$ cat src/rtl/core/assert_macros.svh
// ----------------------------------------------------------------------------
// assert_macros.svh
// Concurrent assertion shorthands, clocked on clk and quiet during rst.
// ----------------------------------------------------------------------------
`ifndef ASSERT_MACROS_SVH
`define ASSERT_MACROS_SVH

// Consequent must hold in the same cycle as the antecedent.
`define ASSERT_SAME(label, ante, cons) \
  label: assert property (@(posedge clk) disable iff (rst) (ante) |-> (cons)) \
    else $error("assertion failed");

// Consequent must hold in the cycle after the antecedent.
`define ASSERT_NEXT(label, ante, cons) \
  label: assert property (@(posedge clk) disable iff (rst) (ante) |=> (cons)) \
    else $error("assertion failed");

`endif

$ cat src/rtl/core/sdd_pkg.sv
// ----------------------------------------------------------------------------
// sdd_pkg
// Shared widths, request codes, segment table and divide constants.
// ----------------------------------------------------------------------------
package sdd_pkg;

  localparam int SHOWN          = 5;
  localparam int DIGITS_DEFAULT = 5;
  localparam int VALUE_W        = 17;
  localparam int KIND_W         = 2;
  localparam int COUNT_W        = 3;
  localparam int DIGIT_W        = 4;
  localparam int SEG_W          = 7;
  localparam int RECIP_W        = 18;

  localparam logic [SEG_W-1:0] BLANK_PATTERN = 7'h00;

  typedef enum logic [KIND_W-1:0] {
    KIND_AUTO  = 2'd0,
    KIND_FIXED = 2'd1,
    KIND_CLEAR = 2'd2
  } kind_t;

  typedef struct packed {
    kind_t              kind;
    logic [COUNT_W-1:0] digit_count;
    logic               point_thousands;
    logic               point_hundreds;
    logic               point_tens;
  } ctrl_t;

  typedef struct packed {
    logic [SHOWN-1:0][DIGIT_W-1:0] digit;
    logic [SHOWN-1:0]              reached;
  } bcd_t;

  typedef logic [RECIP_W-1:0] recip_t;

  // floor(v / 10^i) = (v * RECIP[i]) >> RECIP_SHIFT[i] for i >= 1, exact for any 17-bit v
  localparam recip_t RECIP [SHOWN] = '{
    18'd0, 18'd104858, 18'd167773, 18'd134218, 18'd107375
  };
  localparam int RECIP_SHIFT [SHOWN] = '{0, 20, 24, 27, 30};

  // Largest number that min(digits, SHOWN) decimal digits can hold
  function automatic logic [VALUE_W-1:0] clamp_limit(input int digits);
    int n;
    int lim;
    n   = (digits < SHOWN) ? digits : SHOWN;
    lim = 1;
    for (int i = 0; i < n; i++) begin
      lim = lim * 10;
    end
    return VALUE_W'(lim - 1);
  endfunction

  function automatic logic [SEG_W-1:0] seg_pattern(input logic [DIGIT_W-1:0] d);
    logic [SEG_W-1:0] p;
    case (d)
      4'd0:    p = 7'h5F;
      4'd1:    p = 7'h50;
      4'd2:    p = 7'h6B;
      4'd3:    p = 7'h79;
      4'd4:    p = 7'h74;
      4'd5:    p = 7'h3D;
      4'd6:    p = 7'h3F;
      4'd7:    p = 7'h58;
      4'd8:    p = 7'h7F;
      4'd9:    p = 7'h7D;
      default: p = BLANK_PATTERN;
    endcase
    return p;
  endfunction

endpackage

$ cat src/rtl/core/decimal_seven_segment_driver.sv
// ----------------------------------------------------------------------------
// decimal_seven_segment_driver
// Binary value to five seven-segment digit patterns.
// ----------------------------------------------------------------------------
// Usage:
//   Drive a request on kind, value, digit_count and the point flags and
//   raise start. The item is taken at the rising edge where start is high
//   and busy is low. busy is high only during reset and the cycle after it;
//   afterwards the block takes one item every cycle.
//   The value is clamped while it is captured in the input register; the
//   digit split (four parallel reciprocal multiplies), blanking and pattern
//   lookup sit between the input register and the result register.
//   done pulses for one cycle once the item has passed the input register
//   and the result register, with seg_ten_thousands .. seg_units valid in that cycle.
//   Throughput: one item per cycle, results in request order.
//   The receiver cannot stall: each result is shown exactly once.
//   Reset clears the valid pipeline; no result is produced from reset.
// ----------------------------------------------------------------------------
module decimal_seven_segment_driver #(
  parameter int DIGITS = sdd_pkg::DIGITS_DEFAULT
) (
  input  logic                        clk,
  input  logic                        rst,
  input  logic                        start,
  output logic                        busy,
  input  logic [sdd_pkg::KIND_W-1:0]  kind,
  input  logic [sdd_pkg::VALUE_W-1:0] value,
  input  logic [sdd_pkg::COUNT_W-1:0] digit_count,
  input  logic                        point_thousands,
  input  logic                        point_hundreds,
  input  logic                        point_tens,
  output logic                        done,
  output logic [sdd_pkg::SEG_W-1:0]   seg_ten_thousands,
  output logic [sdd_pkg::SEG_W-1:0]   seg_thousands,
  output logic [sdd_pkg::SEG_W-1:0]   seg_hundreds,
  output logic [sdd_pkg::SEG_W-1:0]   seg_tens,
  output logic [sdd_pkg::SEG_W-1:0]   seg_units
);
  import sdd_pkg::*;
  `include "assert_macros.svh"

  localparam logic [VALUE_W-1:0] LIMIT = clamp_limit(DIGITS);

  logic                          accept;
  logic                          in_valid;
  ctrl_t                         ctrl;
  ctrl_t                         ctrl_next;
  logic [VALUE_W-1:0]            value_q;
  logic [VALUE_W-1:0]            value_next;
  bcd_t                          bcd;
  logic [SHOWN-1:0][SEG_W-1:0]   seg_next;

  assign accept = start && !busy;

  always_comb begin
    ctrl_next.kind            = kind_t'(kind);
    ctrl_next.digit_count     = digit_count;
    ctrl_next.point_thousands = point_thousands;
    ctrl_next.point_hundreds  = point_hundreds;
    ctrl_next.point_tens      = point_tens;
    value_next = (value > LIMIT) ? LIMIT : value;
  end

  always_ff @(posedge clk) begin
    if (rst) begin
      busy     <= 1'b1;
      in_valid <= 1'b0;
      done     <= 1'b0;
    end else begin
      busy     <= 1'b0;
      in_valid <= accept;
      done     <= in_valid;
    end
  end

  // payload registers carry no reset
  always_ff @(posedge clk) begin
    if (accept) begin
      ctrl    <= ctrl_next;
      value_q <= value_next;
    end
    if (in_valid) begin
      seg_ten_thousands <= seg_next[4];
      seg_thousands     <= seg_next[3];
      seg_hundreds      <= seg_next[2];
      seg_tens          <= seg_next[1];
      seg_units         <= seg_next[0];
    end
  end

  sdd_bcd u_bcd (
    .value (value_q),
    .bcd   (bcd)
  );

  sdd_seg #(
    .DIGITS (DIGITS)
  ) u_seg (
    .ctrl (ctrl),
    .bcd  (bcd),
    .seg  (seg_next)
  );

  `ASSERT_NEXT(a_accept_loads, accept, in_valid)
  `ASSERT_NEXT(a_result_follows, in_valid, done)
  `ASSERT_SAME(a_done_has_source, done, $past(in_valid))
  `ASSERT_NEXT(a_clear_blanks,
    in_valid && ctrl.kind != KIND_AUTO && ctrl.kind != KIND_FIXED,
    seg_ten_thousands == BLANK_PATTERN && seg_thousands == BLANK_PATTERN &&
    seg_hundreds == BLANK_PATTERN && seg_tens == BLANK_PATTERN &&
    seg_units == BLANK_PATTERN)
  `ASSERT_NEXT(a_units_shown,
    in_valid && (ctrl.kind == KIND_AUTO || ctrl.kind == KIND_FIXED),
    seg_units != BLANK_PATTERN)

endmodule

$ cat src/rtl/core/sdd_bcd.sv
// ----------------------------------------------------------------------------
// sdd_bcd
// Binary to decimal digits by parallel reciprocal multiplies.
// ----------------------------------------------------------------------------
module sdd_bcd (
  input  logic [sdd_pkg::VALUE_W-1:0] value,
  output sdd_pkg::bcd_t               bcd
);
  import sdd_pkg::*;

  localparam int PROD_W = VALUE_W + RECIP_W;

  logic [SHOWN-1:0][VALUE_W-1:0] quot;
  logic [SHOWN-1:0][PROD_W-1:0]  prod;

  assign prod[0] = '0;
  assign quot[0] = value;

  // each quotient floor(value / 10^i) for i >= 1 comes from its own multiply
  for (genvar i = 1; i < SHOWN; i++) begin : g_quot
    assign prod[i] = PROD_W'(value) * PROD_W'(RECIP[i]);
    assign quot[i] = VALUE_W'(prod[i] >> RECIP_SHIFT[i]);
  end

  for (genvar i = 0; i < SHOWN; i++) begin : g_digit
    if (i < SHOWN - 1) begin : g_mid
      assign bcd.digit[i] = DIGIT_W'(quot[i] - VALUE_W'(quot[i+1] * VALUE_W'(10)));
    end else begin : g_top
      // value is clamped, so the top quotient is already one digit
      assign bcd.digit[i] = DIGIT_W'(quot[i]);
    end
    assign bcd.reached[i] = (quot[i] != '0);
  end

endmodule

$ cat src/rtl/core/sdd_seg.sv
// ----------------------------------------------------------------------------
// sdd_seg
// Per-digit blanking rules and segment lookup.
// ----------------------------------------------------------------------------
module sdd_seg #(
  parameter int DIGITS = sdd_pkg::DIGITS_DEFAULT
) (
  input  sdd_pkg::ctrl_t                                   ctrl,
  input  sdd_pkg::bcd_t                                    bcd,
  output logic [sdd_pkg::SHOWN-1:0][sdd_pkg::SEG_W-1:0]    seg
);
  import sdd_pkg::*;

  logic [SHOWN-1:0] show;
  logic [SHOWN-1:0] zero;

  always_comb begin
    for (int i = 0; i < SHOWN; i++) begin
      show[i] = 1'b0;
      zero[i] = 1'b0;
      case (ctrl.kind)
        KIND_AUTO: begin
          show[i] = (i == 0) || bcd.reached[i];
          // a lit point next to a blank digit turns it into a zero
          case (i)
            1:       zero[i] = ctrl.point_tens || ctrl.point_hundreds;
            2:       zero[i] = ctrl.point_hundreds;
            3:       zero[i] = ctrl.point_thousands;
            default: zero[i] = 1'b0;
          endcase
        end
        KIND_FIXED: begin
          show[i] = (i == 0) || (int'(ctrl.digit_count) > i);
        end
        default: begin
          show[i] = 1'b0;
        end
      endcase
      if (i >= DIGITS) begin
        show[i] = 1'b0;
        zero[i] = 1'b0;
      end
      if (show[i]) begin
        seg[i] = seg_pattern(bcd.digit[i]);
      end else if (zero[i]) begin
        seg[i] = seg_pattern('0);
      end else begin
        seg[i] = BLANK_PATTERN;
      end
    end
  end

endmodule

$ cat config.mk
export PLATFORM = sky130hd
export DESIGN_NAME = decimal_seven_segment_driver
export DESIGN_NICKNAME = d
export VERILOG_FILES = /design/src/rtl/core/sdd_pkg.sv /design/src/rtl/core/decimal_seven_segment_driver.sv /design/src/rtl/core/sdd_bcd.sv /design/src/rtl/core/sdd_seg.sv
export VERILOG_INCLUDE_DIRS = /design/src /design/src/rtl/core
export SDC_FILE = /design/constraint.sdc
export NUM_CORES = 1
export LEC_CHECK = 0
export BUFFER_PORTS_ARGS = -buffer_cell sky130_fd_sc_hd__buf_2
export CAP_MARGIN = 20
export CELL_PAD_IN_SITES_DETAIL_PLACEMENT = 0
export CELL_PAD_IN_SITES_GLOBAL_PLACEMENT = 1
export CORE_UTILIZATION = 27
export CTS_CLUSTER_DIAMETER = 200
export DETAILED_ROUTE_END_ITERATION = 8
export MAX_ROUTING_LAYER = met4
export PLACE_DENSITY = 0.54
export SETUP_SLACK_MARGIN = 0.4
export SYNTH_ARGS = -nofsm -noshare
export SYNTH_HDL_FRONTEND = slang
export SYNTH_SLANG_ARGS = --single-unit
$ cat constraint.sdc
create_clock -name clk -period 20.5 [get_ports clk]
set_input_delay 2.05 -clock clk [delete_from_list [all_inputs] [get_ports clk]]
set_output_delay 2.05 -clock clk [all_outputs]
set_load 0.01 [all_outputs]
### Word level (Yosys, flattened, before mapping)

Memory sizes are Yosys's and may differ from the RTL's. A register that Yosys moved wholly into a read port is not among the register bits.
Cells that the tools add are included.

| word-level totals | value |
|---|---|
| flip-flop bits (word level) | 49 |
| memory bits (read-only) | 560 |
| bits of input ports | 28 |
| output and inout port bits | 37 |
| word-level logic and storage cells | 61 |
| memories | 5 |

Memory list:

| memory | depth | bits a word | read ports | clocked after memory_dff | write ports | RTL line | source |
|---|---|---|---|---|---|---|---|
| (name not given) | 16 | 7 | 1 | 1 | 0 | sdd_pkg.sv:59 | `case (d)` |
| (name not given) | 16 | 7 | 1 | 0 | 0 | sdd_pkg.sv:59 |  |
| (name not given) | 16 | 7 | 1 | 0 | 0 | sdd_pkg.sv:59 |  |
| (name not given) | 16 | 7 | 1 | 0 | 0 | sdd_pkg.sv:59 |  |
| (name not given) | 16 | 7 | 1 | 1 | 0 | sdd_pkg.sv:59 |  |

| cells by class | value |
|---|---|
| $add $sub $neg | 4 |
| multipliers | 8 |
| $lt $le $gt $ge | 5 |
| eq/ne operators | 1 |
| multiplexer cells | 15 |
| reductions and logical operators | 11 |

Operators with widths:

| kind | number |
|---|---|
| $mul 17x17->34 const B | 2 |
| $reduce_bool 17->1 | 4 |
| $mux 7 | 6 |
| $mul 17x18->35 const B | 1 |
| $mul 17x16->33 const B | 1 |
| $gt 17x17->1 const B | 1 |
| $sub 4x4->4 | 4 |
| $mul 14x3->3 const B | 1 |
| $mul 11x3->3 const B | 1 |
| $mul 8x3->3 const B | 1 |
| $pmux 1 s2 | 4 |
| $gt 3x2->1 const B | 2 |
| $mux 1 | 5 |
| $mul 4x3->3 const B | 1 |
| $gt 3x1->1 const B | 1 |
| $gt 3x3->1 const B | 1 |
| $logic_not 1->1 | 3 |
| $eq 2x1->1 const B | 1 |
| $logic_not 2->1 | 1 |
| $reduce_or 2->1 | 1 |
| $logic_and 1x1->1 | 1 |
| $logic_or 1x1->1 | 1 |

### Logic depth before layout (Yosys ltp)

An unclocked memory read counts as a cell.

| depth | value |
|---|---|
| word-level depth | 5 |
| gate-level depth with buffers | 28 |
| depth with buffers taken out | 28 |

### Hierarchy

From an unflattened synthesis, not the netlist that was laid out.

| second synthesis, totals | value |
|---|---|
| cell total of the unflattened synthesis | 2150 |
| area, all modules | 21423.0 um^2 |

By module, submodules not included:

| module | instances | cells each | area an instance (um^2) | seq. area each (um^2) |
|---|---|---|---|---|
| sdd_bcd | 1 | 1869 | 18128.6 | 0.0 |
| decimal_seven_segment_driver | 1 | 91 | 2050.7 | 1861.8 |
| sdd_seg | 1 | 190 | 1243.7 | 0.0 |

### Least setup slack after synthesis

Ideal clock, no wire load.

| timing | value |
|---|---|
| path type | register to register |
| start | register value_q[6] |
| end | register seg_hundreds[2] in the netlist's numbering (data pin) |
| library setup time | 266 ps |
| data arrival time | 7368 ps |
| data required time | 20234 ps |
| slack | 12866 ps |
| cell stages (with the launch flop) | 29 |
| buffers on the path | 0 |
| period minus slack after synthesis | 7634 ps |
| path through | edfxtp_1 > inv_1 > ha_1 > inv_1 > fa_1 > inv_1 > fa_1 > inv_1 > fa_1 > fa_1 > inv_1 > fa_1 > inv_1 > ha_1 > nand3_1 > nor4_1 > o311a_1 > o31ai_1 > nand2_1 > xor2_1 > inv_1 > ha_1 > fa_1 > xnor2_1 > xnor2_1 > xor3_1 > mux2_2 > a22oi_1 > o21ai_0 |

RTL lines:

| element | RTL line | source |
|---|---|---|
| from (decl) | decimal_seven_segment_driver.sv:48 | `logic [VALUE_W-1:0] value_q;` |
| from (signal assigned) | decimal_seven_segment_driver.sv:80 | `value_q <= value_next;` |
| to (signal assigned) | decimal_seven_segment_driver.sv:85 | `seg_hundreds <= seg_next[2];` |
| to (decl) | decimal_seven_segment_driver.sv:35 | `output logic [sdd_pkg::SEG_W-1:0] seg_hundreds,` |

==> impl_metrics.yaml <==
worst_setup_path:
  required_ns: 20.59
  cp_common_cell: "fa_1"
  end_kind: "register"
  crit_type: "register to register"
  critPathLaunchType: "register"
  max_stage_delay_ns: 0.58
  path_buf_inv: 6
  cp_top_family: "adder cells"
  crit_path_max_fanout: 21
  cpMaxStageDelayCell: "ha_1"
  worstPathArrival_ns: 8.67
detailed_routing:
  ant_nets: 0
  drt_iter0_drc: 788
  drc_errors: 0
  dr.pass1.iters: 5
  wl_mm: 66.1
  wl_per_cell_um: 19.8
  num_vias: 15500
  drt-vias-per-instance: 4.64
clock_network:
  clockBufferDepth: 2
  postCtsResizedCells: 0
  cts_num_sinks: 63
  cts_root_buf: "clkbuf_16"
  path_clk_slew_ns: 0.06
  cts_tree: "built"
  clk_latency_ns: 0.35
  cts_setup_buffers: 0
  htree_levels: 3
  numCtsBuffers: 9
  ctsHoldBuffers: 0
sta:
  finalSetupTns_ns: 0
  hold_viol_final: 0
  maxSlewHeadroom_pct: 27.8
  worst_pin_slew_ns: 1.08
  final.setup_skew_ns: 0.0140
  max_freq_ghz: 0.117
  fin_crit_ns: 8.58
  drv_slew: 0
  setup_violations: 0
  rsz0062_at_grt: "no"
  worst_slack_ns: 11.92
  post-route-period-util_pct: 41.9
die:
  core_um2: 79100
  placementRows: 103
  dieHeight_um: 285
  ioPinCount: 65
  die_x_um: 285
  initial_core_util_pct: 27.4
  die_area_um2: 81300
yosys:
  netlist_area_um2: 21600
  ys_warn_count: 0
  synth_ff_type: "edfxtp_1"
  syn_area_per_cell_um2: 9.86
  synthDistinctLibCells: 79
  synthCells: 2195
  synthArstFlopShare_pct: 0
  ys_ff_latch: 63
  synth_nets: 3079
  ys_seq_area_share_pct: 8.60
  synth_edf_count: 60
cells_and_area:
  synthToLayoutAreaGrowth_pct: 9.54
  num_antenna_cells: 0
  drive_above_1_share_pct: 5.95
  final_nets: 3167
global_routing:
  grt_max_degree: 27
  antenna_found_initial: 1
  grt_pass1_vias: 17100
  overflow: 0
  grtUsageTotal_pct: 17.2
  grt_pass1_wl_mm: 103
placed_design:
  gp_congestion: 0.912
  io_buffers: 64
  post-place-ws_ns: 11.97
  post-dp-hpwl_mm: 57.0
run:
  max_cap_violations: 0
worst_hold_path:
  hold_path_class: "register to register"
run_status:
  outcome: "complete, no violations"
==> layout make-up <==
cell class,instances,area (um2)
Sequential cell,63,1860
Clock buffer,10,229
Tap cell,1050,1310
Clock inverter,5,50.0
Timing Repair Buffer,92,531
Inverter,600,2250
Multi-Input combinational cell,1517,17500
Fill cell,8451,55400
==> cell families after synthesis <==
logic type,count (synthesis),synth area share (%)
adder cells (fa/ha/maj),856,61.7
buffers and inverters,615,10.7
AO/OA/AOI/OAI,307,9.30
AND/OR/NAND/NOR,300,7.13
flip-flops,63,8.60
XOR/XNOR,42,1.95
multiplexers,12,0.578
==> Yosys cell counts (3+ instances only) <==
cell	instances	area [um2]
inv_1	600	2250
ha_1	503	6290
fa_1	353	7070
a21oi_1	101	505
nand2_1	84	315
edfxtp_1	60	1800
o21ai_0	59	295
nor2_1	50	188
nand3_1	30	150
a211oi_1	22	165
nor2b_1	21	131
xnor2_1	20	175
xor2_1	18	158
a21o_1	15	113
nand4_1	15	93.8
o21a_1	15	113
nand2b_1	14	87.6
or2_2	14	87.6
nor3_1	12	60.1
clkbuf_1	11	41.3
nor4_1	11	68.8
and3_1	10	62.6
o211ai_1	10	75.1
and2_1	9	56.3
o21bai_1	9	67.6
mux2i_1	8	80.1
o31ai_1	8	60.1
and4_1	7	61.3
a221oi_1	6	52.6
a22oi_1	6	45.0
a31oi_1	6	37.5
a2111oi_0	5	43.8
a211o_1	4	35.0
a221o_1	4	40.0
mux2_2	4	45.0
o211a_1	4	40.0
or3_1	4	25.0
and3b_1	3	26.3
dfxtp_1	3	60.1
o311ai_1	3	26.3
o31a_1	3	26.3
or2_1	3	18.8
or4_1	3	22.5
==> per-stage QoR <==
stage                     hold WS, ns  cells  util (%)  cell area [um2]
final                           0.650   3337      30.0            23700
after global routing            0.688   3337      30.0            23700
after CTS                       0.645   3336      30.0            23700
after detailed placement        0.627   3321      29.6            23400
after global placement          0.635   3320      29.6            23400
after floorplan                 0.585   2195         -            21600
==> placed cells by master, fill, tap and decap left out, types with 7 or more instances in the layout <==
cell type,instances
inv_1,600
ha_1,503
fa_1,353
a21oi_1,101
nand2_1,84
buf_2,64
edfxtp_1,60
o21ai_0,59
nor2_1,50
nand3_1,30
buf_4,28
a211oi_1,22
nor2b_1,20
xnor2_1,20
xor2_1,18
nand4_1,15
o21a_1,15
a21o_1,15
or2_2,14
nand2b_1,14
nor3_1,12
nor4_1,11
and3_1,10
o211ai_1,10
and2_1,9
o21bai_1,9
clkbuf_16,9
o31ai_1,8
mux2i_1,8
and4_1,7
==> worst paths after layout <==
check,from,endpoint,slack (ns),depth (start not counted)
worst max-delay path,value_q[15]$_SDFFCE_PN1P_,seg_hundreds[2]$_DFFE_PP_,11.92,27
worst min-delay path,ctrl[2]$_DFFE_PP_,seg_thousands[1]$_DFFE_PP_,0.65,2
worst max register to register,value_q[15]$_SDFFCE_PN1P_,seg_hundreds[2]$_DFFE_PP_,11.92,27
worst min register to register,ctrl[2]$_DFFE_PP_,seg_thousands[1]$_DFFE_PP_,0.65,2
==> registers in the layout, indices dropped and copies added (netlist names) <==
register and cells:
value_q 17, ctrl 8, seg_hundreds 7, seg_ten_thousands 7, seg_tens 7, seg_thousands 7
seg_units 7, busy 1, done 1, in_valid 1
==> worst min-delay path, delay by kind of cell (launching register included) <==
kind / cells / cell delay, ns
AO/OA/AOI/OAI: 2 / 0.18
flip-flops: 1 / 0.35
==> layer usage <==
layer	share of wire, %	global-route usage, %
met5	0	-
met2	49	28.7
met3	3.7	1.62
met4	2.7	4.39
met1	45	22.3
Power is not shown: default switching activity piles up to over one toggle a cycle in this logic, so the estimate is an artifact.
